===== src/hdl/wfd_pkg.sv =====
// Shared definitions for the WebSocket frame deframer: widths, reset values,
// action and error codes, and the UTF-8 checker status struct.
// No dependencies.
`timescale 1ns / 1ps

package wfd_pkg;

   // Width of the payload length and byte-left counters
   localparam int LEN_BITS = 24;
   // Configuration register width and reset value
   localparam int MAX_BITS = 24;
   localparam logic [MAX_BITS-1:0] MAX_FRAME_RESET = 24'd16384;
   // Width used when comparing a payload length against the remaining room
   localparam int CMP_BITS = (LEN_BITS > MAX_BITS) ? LEN_BITS : MAX_BITS;

   // Header byte count width (longest header is 14 bytes)
   localparam int HDR_BITS = 4;

   // Frame end actions
   localparam logic [2:0] ACT_NONE    = 3'd0;
   localparam logic [2:0] ACT_DELIVER = 3'd1;
   localparam logic [2:0] ACT_DISCARD = 3'd2;
   localparam logic [2:0] ACT_CLOSE   = 3'd3;
   localparam logic [2:0] ACT_PONG    = 3'd4;
   localparam logic [2:0] ACT_IGNORE  = 3'd5;

   // Error codes
   localparam logic [2:0] ERR_NONE     = 3'd0;
   localparam logic [2:0] ERR_PROTOCOL = 3'd1;
   localparam logic [2:0] ERR_UNMASKED = 3'd2;
   localparam logic [2:0] ERR_TOO_BIG  = 3'd3;
   localparam logic [2:0] ERR_UTF8     = 3'd4;

   // Opcodes with a meaning of their own
   localparam logic [3:0] OP_TEXT       = 4'h1;
   localparam logic [3:0] OP_CONN_CLOSE = 4'h8;
   localparam logic [3:0] OP_PING       = 4'h9;
   localparam logic [3:0] OP_PONG       = 4'hA;

   // Length byte codes for extended lengths
   localparam logic [6:0] LEN7_EXT16 = 7'h7E;
   localparam logic [6:0] LEN7_EXT64 = 7'h7F;

   // UTF-8 checker status after the byte now being fed
   typedef struct packed {
      logic bad;        // an invalid sequence has been seen
      logic open;       // a code point is still waiting for continuation bytes
   } utf8_status_type;

endpackage


===== src/hdl/wfd_channels.sv =====
// Channel interfaces of the deframer: input bytes, result items and the
// configuration write port. Depends on wfd_pkg.
`timescale 1ns / 1ps

interface wfd_req_if;
   logic       valid;
   logic       ready;
   logic [7:0] in_byte;

   modport source (output valid, output in_byte, input ready);
   modport sink   (input valid, input in_byte, output ready);
endinterface

interface wfd_rsp_if;
   logic       valid;
   logic       ready;
   logic [7:0] out_byte;
   logic       has_byte;
   logic [3:0] frame_opcode;
   logic       frame_end;
   logic [2:0] action;
   logic [2:0] error_code;

   modport source (output valid, output out_byte, output has_byte, output frame_opcode,
                   output frame_end, output action, output error_code, input ready);
   modport sink   (input valid, input out_byte, input has_byte, input frame_opcode,
                   input frame_end, input action, input error_code, output ready);
endinterface

interface wfd_csr_if;
   import wfd_pkg::*;
   logic                valid;
   logic                ready;
   logic [MAX_BITS-1:0] max_frame_bytes;

   modport source (output valid, output max_frame_bytes, input ready);
   modport sink   (input valid, input max_frame_bytes, output ready);
endinterface


===== src/hdl/wfd_utf8.sv =====
// Streaming UTF-8 validity checker for final text frames.
// Holds the pending continuation count and partial code point. Depends on wfd_pkg.
`timescale 1ns / 1ps

module wfd_utf8 (
   input  logic                     clock,
   input  logic                     reset,
   input  logic                     clear,     // start of a new frame
   input  logic                     feed,      // consume data_byte this cycle
   input  logic [7:0]               data_byte,
   output wfd_pkg::utf8_status_type status    // state after data_byte is taken
);
   import wfd_pkg::*;

   logic [1:0]  pending_ff, pending_in;
   logic [20:0] point_ff, point_in;
   logic        bad_ff, bad_in;

   // Next checker state assuming data_byte is fed
   always_comb begin
      pending_in = pending_ff;
      point_in   = point_ff;
      bad_in     = bad_ff;
      if (!bad_ff) begin
         if (pending_ff == 2'd0) begin
            // Lead byte: count the leading ones; ASCII needs no tracking
            if (data_byte[7]) begin
               if (data_byte[7:5] == 3'b110) begin
                  pending_in = 2'd1;
                  point_in   = {16'd0, data_byte[4:0]};
               end else if (data_byte[7:4] == 4'b1110) begin
                  pending_in = 2'd2;
                  point_in   = {17'd0, data_byte[3:0]};
               end else if (data_byte[7:3] == 5'b11110) begin
                  pending_in = 2'd3;
                  point_in   = {18'd0, data_byte[2:0]};
               end else begin
                  bad_in = 1'b1;   // stray continuation or too many ones
               end
            end
         end else if (data_byte[7:6] != 2'b10) begin
            bad_in = 1'b1;
         end else begin
            point_in   = {point_ff[14:0], data_byte[5:0]};
            pending_in = pending_ff - 2'd1;
            // Completed code point: beyond Unicode range or a surrogate
            if (pending_ff == 2'd1 &&
                (point_in > 21'h10FFFF || point_in[20:11] == 10'd27)) begin
               bad_in = 1'b1;
            end
         end
      end
   end

   assign status.bad  = bad_in;
   assign status.open = (pending_in != 2'd0);

   // Checker state
   always_ff @(posedge clock) begin
      if (reset || clear) begin
         pending_ff <= 2'd0;
         point_ff   <= 21'd0;
         bad_ff     <= 1'b0;
      end else if (feed) begin
         pending_ff <= pending_in;
         point_ff   <= point_in;
         bad_ff     <= bad_in;
      end
   end

endmodule


===== src/hdl/websocket_frame_deframer_core.sv =====
// WebSocket client-to-server frame deframer, top level.
// Depends on wfd_pkg, the channel interfaces and wfd_utf8.
//
// Usage:
//   req_if carries the received stream, one byte per transaction.
//   rsp_if gives at most one result per input byte: an unmasked payload byte,
//   a frame end with its action, or an error. Header bytes give no result
//   unless they raise an error or end a frame with an empty payload.
//   csr_if writes max_frame_bytes (header plus payload limit); it is always
//   ready and is meant to be written only while the block is idle.
// Path: an accepted byte goes from the input register through the
//   header/unmask logic into the result register that drives rsp_if.
// Throughput: one byte per cycle when not stalled (see Stall); the parse state
//   is updated once per byte by a single pass of logic from the input register.
// Reset (synchronous): the parser waits for a first header byte and
//   max_frame_bytes returns to 16384.
// Stall: when rsp_if is not ready the result register holds its item, the
//   input register holds the next byte, and req_if drops ready. Bytes that
//   produce no result keep moving through.
// After the first error the block reports it once and ignores all further
//   bytes until reset.
`timescale 1ns / 1ps

module websocket_frame_deframer_core (
   input  logic      clock,
   input  logic      reset,
   wfd_req_if.sink   req_if,
   wfd_rsp_if.source rsp_if,
   wfd_csr_if.sink   csr_if
);
   import wfd_pkg::*;

   typedef enum logic [2:0] {
      PH_HDR, PH_LEN, PH_EXT16, PH_EXT64, PH_MASK, PH_PAYLOAD, PH_DEAD
   } phase_type;

   // Configuration
   logic [MAX_BITS-1:0] max_ff;

   // Input register
   logic       in_vld_ff;
   logic [7:0] in_byte_ff;

   // Parse state
   phase_type           phase_ff, phase_in;
   logic                fin_ff, fin_in;
   logic [3:0]          op_ff, op_in;
   logic [2:0]          idx_ff, idx_in;
   logic [LEN_BITS-1:0] len_ff, len_in;
   logic                big_ff, big_in;   // length does not fit LEN_BITS
   logic [31:0]         mask_ff, mask_in;
   logic [LEN_BITS-1:0] left_ff, left_in;
   logic [HDR_BITS-1:0] hdr_ff, hdr_in;

   // Result register
   logic       rsp_vld_ff;
   logic [7:0] out_byte_ff;
   logic       has_byte_ff;
   logic [3:0] opcode_ff;
   logic       end_ff;
   logic [2:0] action_ff;
   logic [2:0] error_ff;

   // Result of this cycle's byte
   logic       produce;
   logic [7:0] r_byte;
   logic       r_has;
   logic       r_end;
   logic [2:0] r_action;
   logic [2:0] r_error;

   logic            advance;
   logic            utf_clear;
   logic            utf_feed;
   utf8_status_type utf_status;

   logic [HDR_BITS-1:0] hdr_count;
   logic [7:0]          plain;
   logic [CMP_BITS-1:0] room;
   logic [CMP_BITS-1:0] len_wide;
   logic [2:0]          ext_last;

   // Checker only moves when the payload byte really advances
   wfd_utf8 u_utf8 (
      .clock     (clock),
      .reset     (reset),
      .clear     (utf_clear),
      .feed      (utf_feed && advance),
      .data_byte (plain),
      .status    (utf_status)
   );

   assign plain     = in_byte_ff ^ mask_ff[7:0];
   assign hdr_count = ((phase_ff == PH_HDR) ? '0 : hdr_ff) + HDR_BITS'(1);
   assign room      = CMP_BITS'(max_ff) - CMP_BITS'(hdr_count);
   assign len_wide  = CMP_BITS'(len_ff);
   assign ext_last  = (phase_ff == PH_EXT16) ? 3'd1 : 3'd7;

   // Per-byte parse: next state and result
   always_comb begin
      phase_in  = phase_ff;
      fin_in    = fin_ff;
      op_in     = op_ff;
      idx_in    = idx_ff;
      len_in    = len_ff;
      big_in    = big_ff;
      mask_in   = mask_ff;
      left_in   = left_ff;
      hdr_in    = hdr_ff;
      produce   = 1'b0;
      r_byte    = 8'd0;
      r_has     = 1'b0;
      r_end     = 1'b0;
      r_action  = ACT_NONE;
      r_error   = ERR_NONE;
      utf_clear = 1'b0;
      utf_feed  = 1'b0;

      if (phase_ff == PH_PAYLOAD) begin
         // Unmask and emit a payload byte
         mask_in  = {mask_ff[7:0], mask_ff[31:8]};
         utf_feed = fin_ff && (op_ff == OP_TEXT);
         left_in  = left_ff - LEN_BITS'(1);
         produce  = 1'b1;
         r_byte   = plain;
         r_has    = 1'b1;
         r_end    = (left_ff == LEN_BITS'(1));
      end else if (phase_ff != PH_DEAD) begin
         utf_clear = (phase_ff == PH_HDR);
         hdr_in    = hdr_count;
         if (MAX_BITS'(hdr_count) > max_ff) begin
            produce = 1'b1;
            r_error = ERR_TOO_BIG;
         end else begin
            case (phase_ff)
               PH_HDR: begin
                  fin_in = in_byte_ff[7];
                  op_in  = in_byte_ff[3:0];
                  if (in_byte_ff[6:4] != 3'd0 || (in_byte_ff[3] && !in_byte_ff[7])) begin
                     produce = 1'b1;
                     r_error = ERR_PROTOCOL;
                  end else begin
                     phase_in = PH_LEN;
                  end
               end
               PH_LEN: begin
                  idx_in  = 3'd0;
                  mask_in = 32'd0;
                  if (!in_byte_ff[7]) begin
                     produce = 1'b1;
                     r_error = ERR_UNMASKED;
                  end else if (in_byte_ff[6:0] == LEN7_EXT16 ||
                               in_byte_ff[6:0] == LEN7_EXT64) begin
                     if (op_ff[3]) begin
                        produce = 1'b1;
                        r_error = ERR_PROTOCOL;
                     end else begin
                        len_in   = '0;
                        big_in   = 1'b0;
                        phase_in = (in_byte_ff[6:0] == LEN7_EXT16) ? PH_EXT16 : PH_EXT64;
                     end
                  end else begin
                     len_in   = LEN_BITS'(in_byte_ff[6:0]);
                     big_in   = 1'b0;
                     phase_in = PH_MASK;
                  end
               end
               PH_EXT16, PH_EXT64: begin
                  // Big-endian length; remember bits shifted off the top
                  len_in = LEN_BITS'({len_ff, in_byte_ff});
                  big_in = big_ff || (len_ff[LEN_BITS-1 -: 8] != 8'd0);
                  idx_in = idx_ff + 3'd1;
                  if (idx_ff == ext_last) begin
                     idx_in   = 3'd0;
                     mask_in  = 32'd0;
                     phase_in = PH_MASK;
                  end
               end
               PH_MASK: begin
                  mask_in = mask_ff | ({24'd0, in_byte_ff} << {idx_ff[1:0], 3'b000});
                  idx_in  = idx_ff + 3'd1;
                  if (idx_ff == 3'd3) begin
                     idx_in = 3'd0;
                     if (big_ff || len_wide > room) begin
                        produce = 1'b1;
                        r_error = ERR_TOO_BIG;
                     end else begin
                        left_in  = len_ff;
                        phase_in = PH_PAYLOAD;
                        if (len_ff == '0) begin
                           produce = 1'b1;
                           r_end   = 1'b1;
                        end
                     end
                  end
               end
               default: phase_in = PH_DEAD;
            endcase
         end
         if (r_error != ERR_NONE) begin
            phase_in = PH_DEAD;
         end
      end

      // Frame end: pick the action or a late error
      if (r_end) begin
         if (op_ff[3]) begin
            case (op_ff)
               OP_CONN_CLOSE: r_action = ACT_CLOSE;
               OP_PING:       r_action = ACT_PONG;
               OP_PONG:       r_action = ACT_IGNORE;
               default:       r_error  = ERR_PROTOCOL;
            endcase
         end else if (fin_ff) begin
            // An empty text frame feeds nothing and is always well formed
            if (utf_feed && (utf_status.bad || utf_status.open)) begin
               r_error = ERR_UTF8;
            end else begin
               r_action = ACT_DELIVER;
            end
         end else begin
            r_action = ACT_DISCARD;
         end
         phase_in = (r_error != ERR_NONE) ? PH_DEAD : PH_HDR;
      end
   end

   // Flow control: a byte with no result moves on even when the output is full
   assign advance       = in_vld_ff && (!produce || !rsp_vld_ff || rsp_if.ready);
   assign req_if.ready  = !in_vld_ff || advance;
   assign csr_if.ready  = 1'b1;

   // Configuration register
   always_ff @(posedge clock) begin
      if (reset) begin
         max_ff <= MAX_FRAME_RESET;
      end else if (csr_if.valid) begin
         max_ff <= csr_if.max_frame_bytes;
      end
   end

   // Input register
   always_ff @(posedge clock) begin
      if (reset) begin
         in_vld_ff <= 1'b0;
      end else if (req_if.valid && req_if.ready) begin
         in_vld_ff <= 1'b1;
      end else if (advance) begin
         in_vld_ff <= 1'b0;
      end
   end

   always_ff @(posedge clock) begin
      if (req_if.valid && req_if.ready) begin
         in_byte_ff <= req_if.in_byte;
      end
   end

   // Parse state
   always_ff @(posedge clock) begin
      if (reset) begin
         phase_ff <= PH_HDR;
         fin_ff   <= 1'b0;
         op_ff    <= 4'd0;
         idx_ff   <= 3'd0;
         len_ff   <= '0;
         big_ff   <= 1'b0;
         mask_ff  <= 32'd0;
         left_ff  <= '0;
         hdr_ff   <= '0;
      end else if (advance) begin
         phase_ff <= phase_in;
         fin_ff   <= fin_in;
         op_ff    <= op_in;
         idx_ff   <= idx_in;
         len_ff   <= len_in;
         big_ff   <= big_in;
         mask_ff  <= mask_in;
         left_ff  <= left_in;
         hdr_ff   <= hdr_in;
      end
   end

   // Result register
   always_ff @(posedge clock) begin
      if (reset) begin
         rsp_vld_ff <= 1'b0;
      end else if (advance && produce) begin
         rsp_vld_ff <= 1'b1;
      end else if (rsp_if.ready) begin
         rsp_vld_ff <= 1'b0;
      end
   end

   always_ff @(posedge clock) begin
      if (advance && produce) begin
         out_byte_ff <= r_byte;
         has_byte_ff <= r_has;
         opcode_ff   <= op_in;
         end_ff      <= r_end && (r_error == ERR_NONE || r_error == ERR_PROTOCOL ||
                                  r_error == ERR_UTF8);
         action_ff   <= r_action;
         error_ff    <= r_error;
      end
   end

   assign rsp_if.valid        = rsp_vld_ff;
   assign rsp_if.out_byte     = out_byte_ff;
   assign rsp_if.has_byte     = has_byte_ff;
   assign rsp_if.frame_opcode = opcode_ff;
   assign rsp_if.frame_end    = end_ff;
   assign rsp_if.action       = action_ff;
   assign rsp_if.error_code   = error_ff;

endmodule


===== src/flat_wrapper.sv =====
// flat-port wrapper written by rule: the top's interface ports become plain ports
module websocket_frame_deframer_core_flat import wfd_pkg::*;
  (clock, reset, req_if_valid, req_if_in_byte, req_if_ready, rsp_if_valid, rsp_if_out_byte, rsp_if_has_byte, rsp_if_frame_opcode, rsp_if_frame_end, rsp_if_action, rsp_if_error_code, rsp_if_ready, csr_if_valid, csr_if_max_frame_bytes, csr_if_ready);
  wfd_req_if req_if_i ();
  wfd_rsp_if rsp_if_i ();
  wfd_csr_if csr_if_i ();
  input  logic clock;
  input  logic reset;
  input wire logic [$bits(req_if_i.valid)-1:0] req_if_valid;
  input wire logic [$bits(req_if_i.in_byte)-1:0] req_if_in_byte;
  output wire logic [$bits(req_if_i.ready)-1:0] req_if_ready;
  output wire logic [$bits(rsp_if_i.valid)-1:0] rsp_if_valid;
  output wire logic [$bits(rsp_if_i.out_byte)-1:0] rsp_if_out_byte;
  output wire logic [$bits(rsp_if_i.has_byte)-1:0] rsp_if_has_byte;
  output wire logic [$bits(rsp_if_i.frame_opcode)-1:0] rsp_if_frame_opcode;
  output wire logic [$bits(rsp_if_i.frame_end)-1:0] rsp_if_frame_end;
  output wire logic [$bits(rsp_if_i.action)-1:0] rsp_if_action;
  output wire logic [$bits(rsp_if_i.error_code)-1:0] rsp_if_error_code;
  input wire logic [$bits(rsp_if_i.ready)-1:0] rsp_if_ready;
  input wire logic [$bits(csr_if_i.valid)-1:0] csr_if_valid;
  input wire logic [$bits(csr_if_i.max_frame_bytes)-1:0] csr_if_max_frame_bytes;
  output wire logic [$bits(csr_if_i.ready)-1:0] csr_if_ready;
  assign req_if_i.valid = req_if_valid;
  assign req_if_i.in_byte = req_if_in_byte;
  assign req_if_ready = req_if_i.ready;
  assign rsp_if_valid = rsp_if_i.valid;
  assign rsp_if_out_byte = rsp_if_i.out_byte;
  assign rsp_if_has_byte = rsp_if_i.has_byte;
  assign rsp_if_frame_opcode = rsp_if_i.frame_opcode;
  assign rsp_if_frame_end = rsp_if_i.frame_end;
  assign rsp_if_action = rsp_if_i.action;
  assign rsp_if_error_code = rsp_if_i.error_code;
  assign rsp_if_i.ready = rsp_if_ready;
  assign csr_if_i.valid = csr_if_valid;
  assign csr_if_i.max_frame_bytes = csr_if_max_frame_bytes;
  assign csr_if_ready = csr_if_i.ready;
  websocket_frame_deframer_core u_core (.clock(clock), .reset(reset), .req_if(req_if_i), .rsp_if(rsp_if_i), .csr_if(csr_if_i));
endmodule

===== config.mk =====
export PLATFORM = sky130hd
export DESIGN_NAME = websocket_frame_deframer_core_flat
export DESIGN_NICKNAME = d
export VERILOG_FILES = /design/src/hdl/wfd_pkg.sv /design/src/hdl/wfd_channels.sv /design/src/hdl/wfd_utf8.sv /design/src/hdl/websocket_frame_deframer_core.sv /design/src/flat_wrapper.sv
export SDC_FILE = /design/constraint.sdc
export NUM_CORES = 1
export LEC_CHECK = 0
export BUFFER_PORTS_ARGS = -buffer_cell sky130_fd_sc_hd__buf_2
export CORE_MARGIN = 2
export CORE_UTILIZATION = 65
export DETAILED_ROUTE_END_ITERATION = 16
export GPL_ROUTABILITY_DRIVEN = 0
export GPL_TIMING_DRIVEN = 1
export PLACE_DENSITY = 0.84
export SETUP_SLACK_MARGIN = 0.15
export SLEW_MARGIN = 20
export SYNTH_ARGS = -nofsm -noshare
export SYNTH_HDL_FRONTEND = slang
export SYNTH_SLANG_ARGS = --single-unit

===== constraint.sdc =====
create_clock -name clock -period 14.4 [get_ports clock]
set_clock_uncertainty 0.15 [all_clocks]
set_input_delay 1.44 -clock clock [delete_from_list [all_inputs] [get_ports clock]]
set_output_delay 1.44 -clock clock [all_outputs]
set_load 0.03 [all_outputs]

Word level (Yosys, flattened, before mapping)
Index checks and enable logic that the tools add are counted.

storage, ports and cells
  bits in writable memories = 0
  word-level logic and storage cells = 239
  input bits = 37
  bits in read-only memories = 0
  memories = 0
  output and inout bits = 23
  register bits = 168
  latch bits = 0

operators by class
  order comparisons = 3
  shift-type cells = 1
  divide/modulo/power cells = 0
  multiplexer cells = 111
  multipliers = 0
  bitwise operators = 5
  equality and inequality tests = 39
  add/subtract/negate cells = 5
  reductions and logical operators = 53

operator list
  operator                                                number
  two-way mux 24 bit                                      9
  two-way mux 32 bit                                      4
  one-hot mux 32 bit (3 select lines)                     1
  two-way mux 3 bit                                       31
  two-way mux 15 bit                                      6
  one-hot mux 24 bit (2 select lines)                     1
  two-way mux 1 bit                                       39
  OR 32 bit                                               1
  << shifter 8 x 5 -> 32 bit                              1
  one-hot mux 3 bit (3 select lines)                      3
  == test 24 x 1 -> 1 bit (second input constant)         1
  > comparator 24 bit                                     1
  > comparator 4 x 24 -> 1 bit                            1
  logical NOT 24 bit                                      1
  subtractor 24 x 1 -> 24 bit (second input constant)     1
  subtractor 24 x 4 -> 24 bit                             1
  > comparator 21 bit (second input constant)             1
  two-way mux 4 bit                                       5
  AND reduction 5 bit                                     4
  two-way mux 2 bit                                       9
  == test 4 bit (second input constant)                   4
  inequality test 4 x 1 -> 1 bit (second input constant)  4
  nonzero test 2 bit                                      8
  == test 7 bit (second input constant)                   2
  other kinds (37)                                        78

Longest topological paths before layout
  depth after elaboration = 23
  gate-level depth with buffers = 27
  mapped depth without buffers = 21

Modules after synthesis
From an unflattened synthesis, not the netlist that was laid out.

unflattened totals
  cells, all modules = 1145
  area total of the unflattened synthesis = 9524.1 um^2

by module, submodules not included
  module                         area an instance (um^2)  instances  seq. area each (um^2)  cells each
  websocket_frame_deframer_core  8552.0                   1          3283.1                 1025
  wfd_utf8                       972.2                    1          360.3                  120

Least setup slack after synthesis
OpenSTA, ideal clock, no wires.

  kind = reg-to-output
  start point = register u_core.phase_ff[0]
  end point = output port req_if_ready
  stages on the path, launching flop included = 22
  setup slack = 8102 ps
  arrival = 4708 ps
  required time = 12810 ps
  buffers on the path = 3
  cell sequence = dfxtp_1 -> clkbuf_1 -> buf_1 -> nor2_1 -> nand2_1 -> nand2_1 -> ha_1 -> maj3_1 -> a21boi_0 -> a21o_1 -> or2_2 -> clkbuf_1 -> nor3b_1 -> xnor2_1 -> ha_1 -> a21o_1 -> a21o_1 -> a22oi_1 -> and3_1 -> o22a_1 -> a31oi_1 -> o2111ai_1

between the ends
  longest elaborated chain between the ends = 17
  elaborated cells on any way between the ends = 22
  those cells by class = 2 x add/sub; 2 x order compare; 4 x eq/ne; 7 x mux; 7 x reduce/logical

ends and longest elaborated chain
  what                                line                                                                       RTL
  start: declaration                  websocket_frame_deframer_core.sv:45                                        phase_type phase_ff, phase_in;
  start signal: assignment            websocket_frame_deframer_core.sv:272                                       phase_ff <= phase_in;
  logical NOT 3 bit                   websocket_frame_deframer_core.sv:94, websocket_frame_deframer_core.sv:135
  two-way mux 4 bit                   websocket_frame_deframer_core.sv:94                                        assign hdr_count = ((phase_ff == PH_HDR) ? '0 : hdr_ff) + HDR_BITS'(1);
  adder 4 x 1 -> 4 bit                websocket_frame_deframer_core.sv:94
  subtractor 24 x 4 -> 24 bit         websocket_frame_deframer_core.sv:95                                        assign room = CMP_BITS'(max_ff) - CMP_BITS'(hdr_count);
  > comparator 24 bit                 websocket_frame_deframer_core.sv:184                                       if (big_ff || len_wide > room) begin
  logical OR 1 bit                    websocket_frame_deframer_core.sv:184
  two-way mux 1 bit                   websocket_frame_deframer_core.sv:184
  two-way mux 1 bit                   websocket_frame_deframer_core.sv:182                                       if (idx_ff == 3'd3) begin
  one-hot mux 1 bit (3 select lines)  websocket_frame_deframer_core.sv:135                                       case (phase_ff)
  two-way mux 1 bit                   websocket_frame_deframer_core.sv:131                                       if (MAX_BITS'(hdr_count) > max_ff) begin
  two-way mux 1 bit                   websocket_frame_deframer_core.sv:128                                       end else if (phase_ff != PH_DEAD) begin
  two-way mux 1 bit (*)               websocket_frame_deframer_core.sv:119                                       if (phase_ff == PH_PAYLOAD) begin
  logical NOT 1 bit (*)               websocket_frame_deframer_core.sv:229                                       assign advance = in_vld_ff && (!produce || !rsp_vld_ff || rsp_if.ready);
  logical OR 1 bit (*) (2 in series)  websocket_frame_deframer_core.sv:229
  logical AND 1 bit (*)               websocket_frame_deframer_core.sv:229
  logical OR 1 bit (*)                websocket_frame_deframer_core.sv:230                                       assign req_if.ready = !in_vld_ff || advance;
  end: declaration                    flat_wrapper.sv:11                                                         output wire logic [$bits(req_if_i.ready)-1:0] req_if_ready;

Every way passes the cells marked *; elsewhere a longest branch is shown, timed or not.

Worst setup path in the final report
  start point = register u_core.phase_ff[2]
  end point = output port req_if_ready

The elaborated chain is that of the path after synthesis.

==> out/summary.txt <==
Register area share after synthesis - 0.3763
Status - finished, final reports clean
All-Layer GR Usage - 0.3089
Die height - 126.0 um
Pwr dens - 158.3 nW/um^2
Largest net degree at the start of global routing - 75
Die Width - 126.0 um
Final Util - 0.7192
Wirelength per Cell - 18.38 um
DR vias - 9011
Antenna violations before repair - 0
Ratio of cells with drive above 1 in the final layout - 0.1053
CP Launch Type - register
Pwr Total - 1.655 mW
CTS resizes - 0
Global-route wire length before repair - 40320 um
Vias in the first global route - 7993
Synth area leader - dfxtp_1
Synth top area cells - dfxtp_1, edfxtp_1, a21oi_1
DRT Wirelength - 24680 um
Hold Crit Class - register to register
RSZ-0062 raised after global routing - no
Initial core utilization - 0.6662
Maxcap violations - 0
TritonCTS Sinks - 168
Crit end category - output port
H-tree depth - 4
Setup Viol. Count Final - 0
Drt via density - 6.710
Drc violations - 0
Port buffer count - 58
Hold buffer count at cts - 0
Worst-skew pair later-pin latency - 430 ps
Part of the cycle the worst path needs - 0.4990
CTS root buf - clkbuf_16
Post-CTS Setup Bufs - 0
# diodes - 0
Synth cell types - 75
Hold Fails Final Rpt - 0
Final #Nets - 1217
Slew margin rel. - 0.3539
#FFs+latches synth - 168
Area of the core - 14530 um^2
Post-Syn Nets - 1226
Ys Warns - 0
Cell area after synthesis - 9682 um^2
Area delta synth->final - 7.960%
Data required time of the worst path - 12810 ps
DIE AREA - 15890 um^2
Critical path class - register to output port
Post-DP HPWL - 16220 um
Most common cell in the netlist - dfxtp_1
I/O pin count - 60
Max Clk Rate - 139.2 MHz
VDD IR max - 141.1 uV
Worst Path Max Fanout - 15
EDFF count, synth - 28
Min Tclk post-route - 7185 ps
Clock Pin Slew Worst Setup and Hold Paths - 60 ps
CTS tree - built
CTS Buf Count - 17
Global route overflow - 0
Leak - 3.779 nW
Yosys top cell area share - 0.2895
Setup_tns - 0 ps
Deepest clock path buffer count - 2
Routed Antenna Nets - 0
CP arrival - 5590 ps
Rows - 44
FFs w/ async S/R, synth - 0
Syn avg cell area - 8.382 um^2
Worst Tran Pin Value - 960.4 ps
Fin. max-slew vios - 0
Top FF cell, synth - dfxtp_1
DRT iter0 DRCs - 1247
First drt pass iteration count - 6
Post-synth top cells - dfxtp_1, nor2_1, nand2_1, a21oi_1, o21ai_0
Cells after Synth - 1155
[flip-flops by register name (all words and copies together) (netlist names), 2 cells and up]
name	count
u_core.len_ff	24
u_core.max_ff	24
u_core.rsp_if.out_byte	8
u_core.idx_ff	3
u_core.hdr_ff	4
u_core.in_byte_ff	8
u_core.rsp_if.error_code	3
u_core.u_utf8.pending_ff	2
u_core.op_ff	4
u_core.rsp_if.action	3
u_core.left_ff	24
u_core.phase_ff	3
u_core.mask_ff	32
u_core.rsp_if.frame_opcode	4
u_core.u_utf8.point_ff	15
[metal layers]
layer / wire, um / share of wire / track usage
met5: 0 / 0 / 0
met4: 448 / 0.018 / 0.09244
met3: 2460 / 0.10 / 0.06202
met2: 10930 / 0.44 / 0.4608
met1: 10840 / 0.44 / 0.4547
[final timing paths]
check	endpoint	slack, ps	depth (start not counted)	start
worst max-delay path	req_if_ready	7220	19	u_core.phase_ff[2]
worst min register to register	u_core.u_utf8.point_ff[13]	310	2	u_core.u_utf8.point_ff[13]
worst min-delay path	u_core.u_utf8.point_ff[13]	310	2	u_core.u_utf8.point_ff[13]
worst max register to register	u_core.left_ff[3]	8030	20	u_core.phase_ff[2]
[logic make-up after synthesis]
kind of cell / Yosys count / synth area share
AND/OR/NAND/NOR: 386 / 0.1963
adder cells (fa/ha/maj): 35 / 0.04497
multiplexers: 42 / 0.04407
XOR/XNOR: 37 / 0.03347
buffers and inverters: 124 / 0.05350
AO/OA/AOI/OAI: 362 / 0.2510
flip-flops: 168 / 0.3763
other: 1 / 0.0003873
[final cells by class]
cell class	instances	area (um^2)
multi-input cells	863	5545
fillers	1130	4081
flip-flops and latches	168	3643
clock buffers	20	436.7
repair buffers	69	372.9
well taps	184	230.2
clock inverters	12	122.6
inverters	27	101.3
[report_power, final]
part / switching [mW] / internal, mW / total [mW]
Sequential: 0.0736 / 0.552 / 0.625
Clock: 0.190 / 0.255 / 0.445
Combinational: 0.393 / 0.192 / 0.585
Total: 0.656 / 0.999 / 1.65
[placed cells by master (no fill, tap or decap), types with 5 or more instances in the layout]
master,count
o21bai_1,33
mux2_2,5
inv_1,24
edfxtp_1,28
a21oi_1,98
ha_1,34
or3_1,8
nor2b_1,5
buf_4,11
and2_1,5
a22oi_1,7
nor3b_1,6
o22ai_1,5
o21ai_0,77
nand3_1,20
mux2i_1,37
and3_1,8
nand4_1,35
nand2b_1,6
nor3_1,33
o31ai_1,19
clkbuf_16,17
o211ai_1,11
nand3b_1,11
dfxtp_1,140
xnor2_1,27
xor2_1,10
nand2_1,100
o311a_1,33
nor2_1,109
or2_2,5
or4_1,5
a31oi_1,11
buf_2,58
a211oi_1,12
o311ai_0,13
nor4_1,16
clkinv_1,6
[worst max-delay path, cell delays in order (launching register included)]
cell	delay (ps)
dfxtp_1	620
clkinv_1	360
nand2_1	220
nand2_1	120
ha_1	240
maj3_1	330
a21boi_0	330
a21o_1	250
or2_2	230
nor3b_1	90
xnor2_1	130
ha_1	320
nand4_1	170
nor3_1	270
nor3b_1	240
o32ai_1	180
o22a_1	330
a31oi_1	280
o2111ai_1	230
buf_2	230
[through the flow]
stage / worst slack (ps) / area (um^2) / instances / hold slack [ps]
after floorplan: 8102 / 9682 / 1155 / 279.2
after global routing: 6811 / 10450 / 1343 / 322.2
after CTS: 7292 / 10450 / 1343 / 313.6
after detailed placement: 7819 / 9886 / 1311 / 304.1
final: 7215 / 10450 / 1343 / 309.7
after global placement: 8014 / 9879 / 1311 / 290.7
Note: power is estimated with default switching activity, not from simulation.
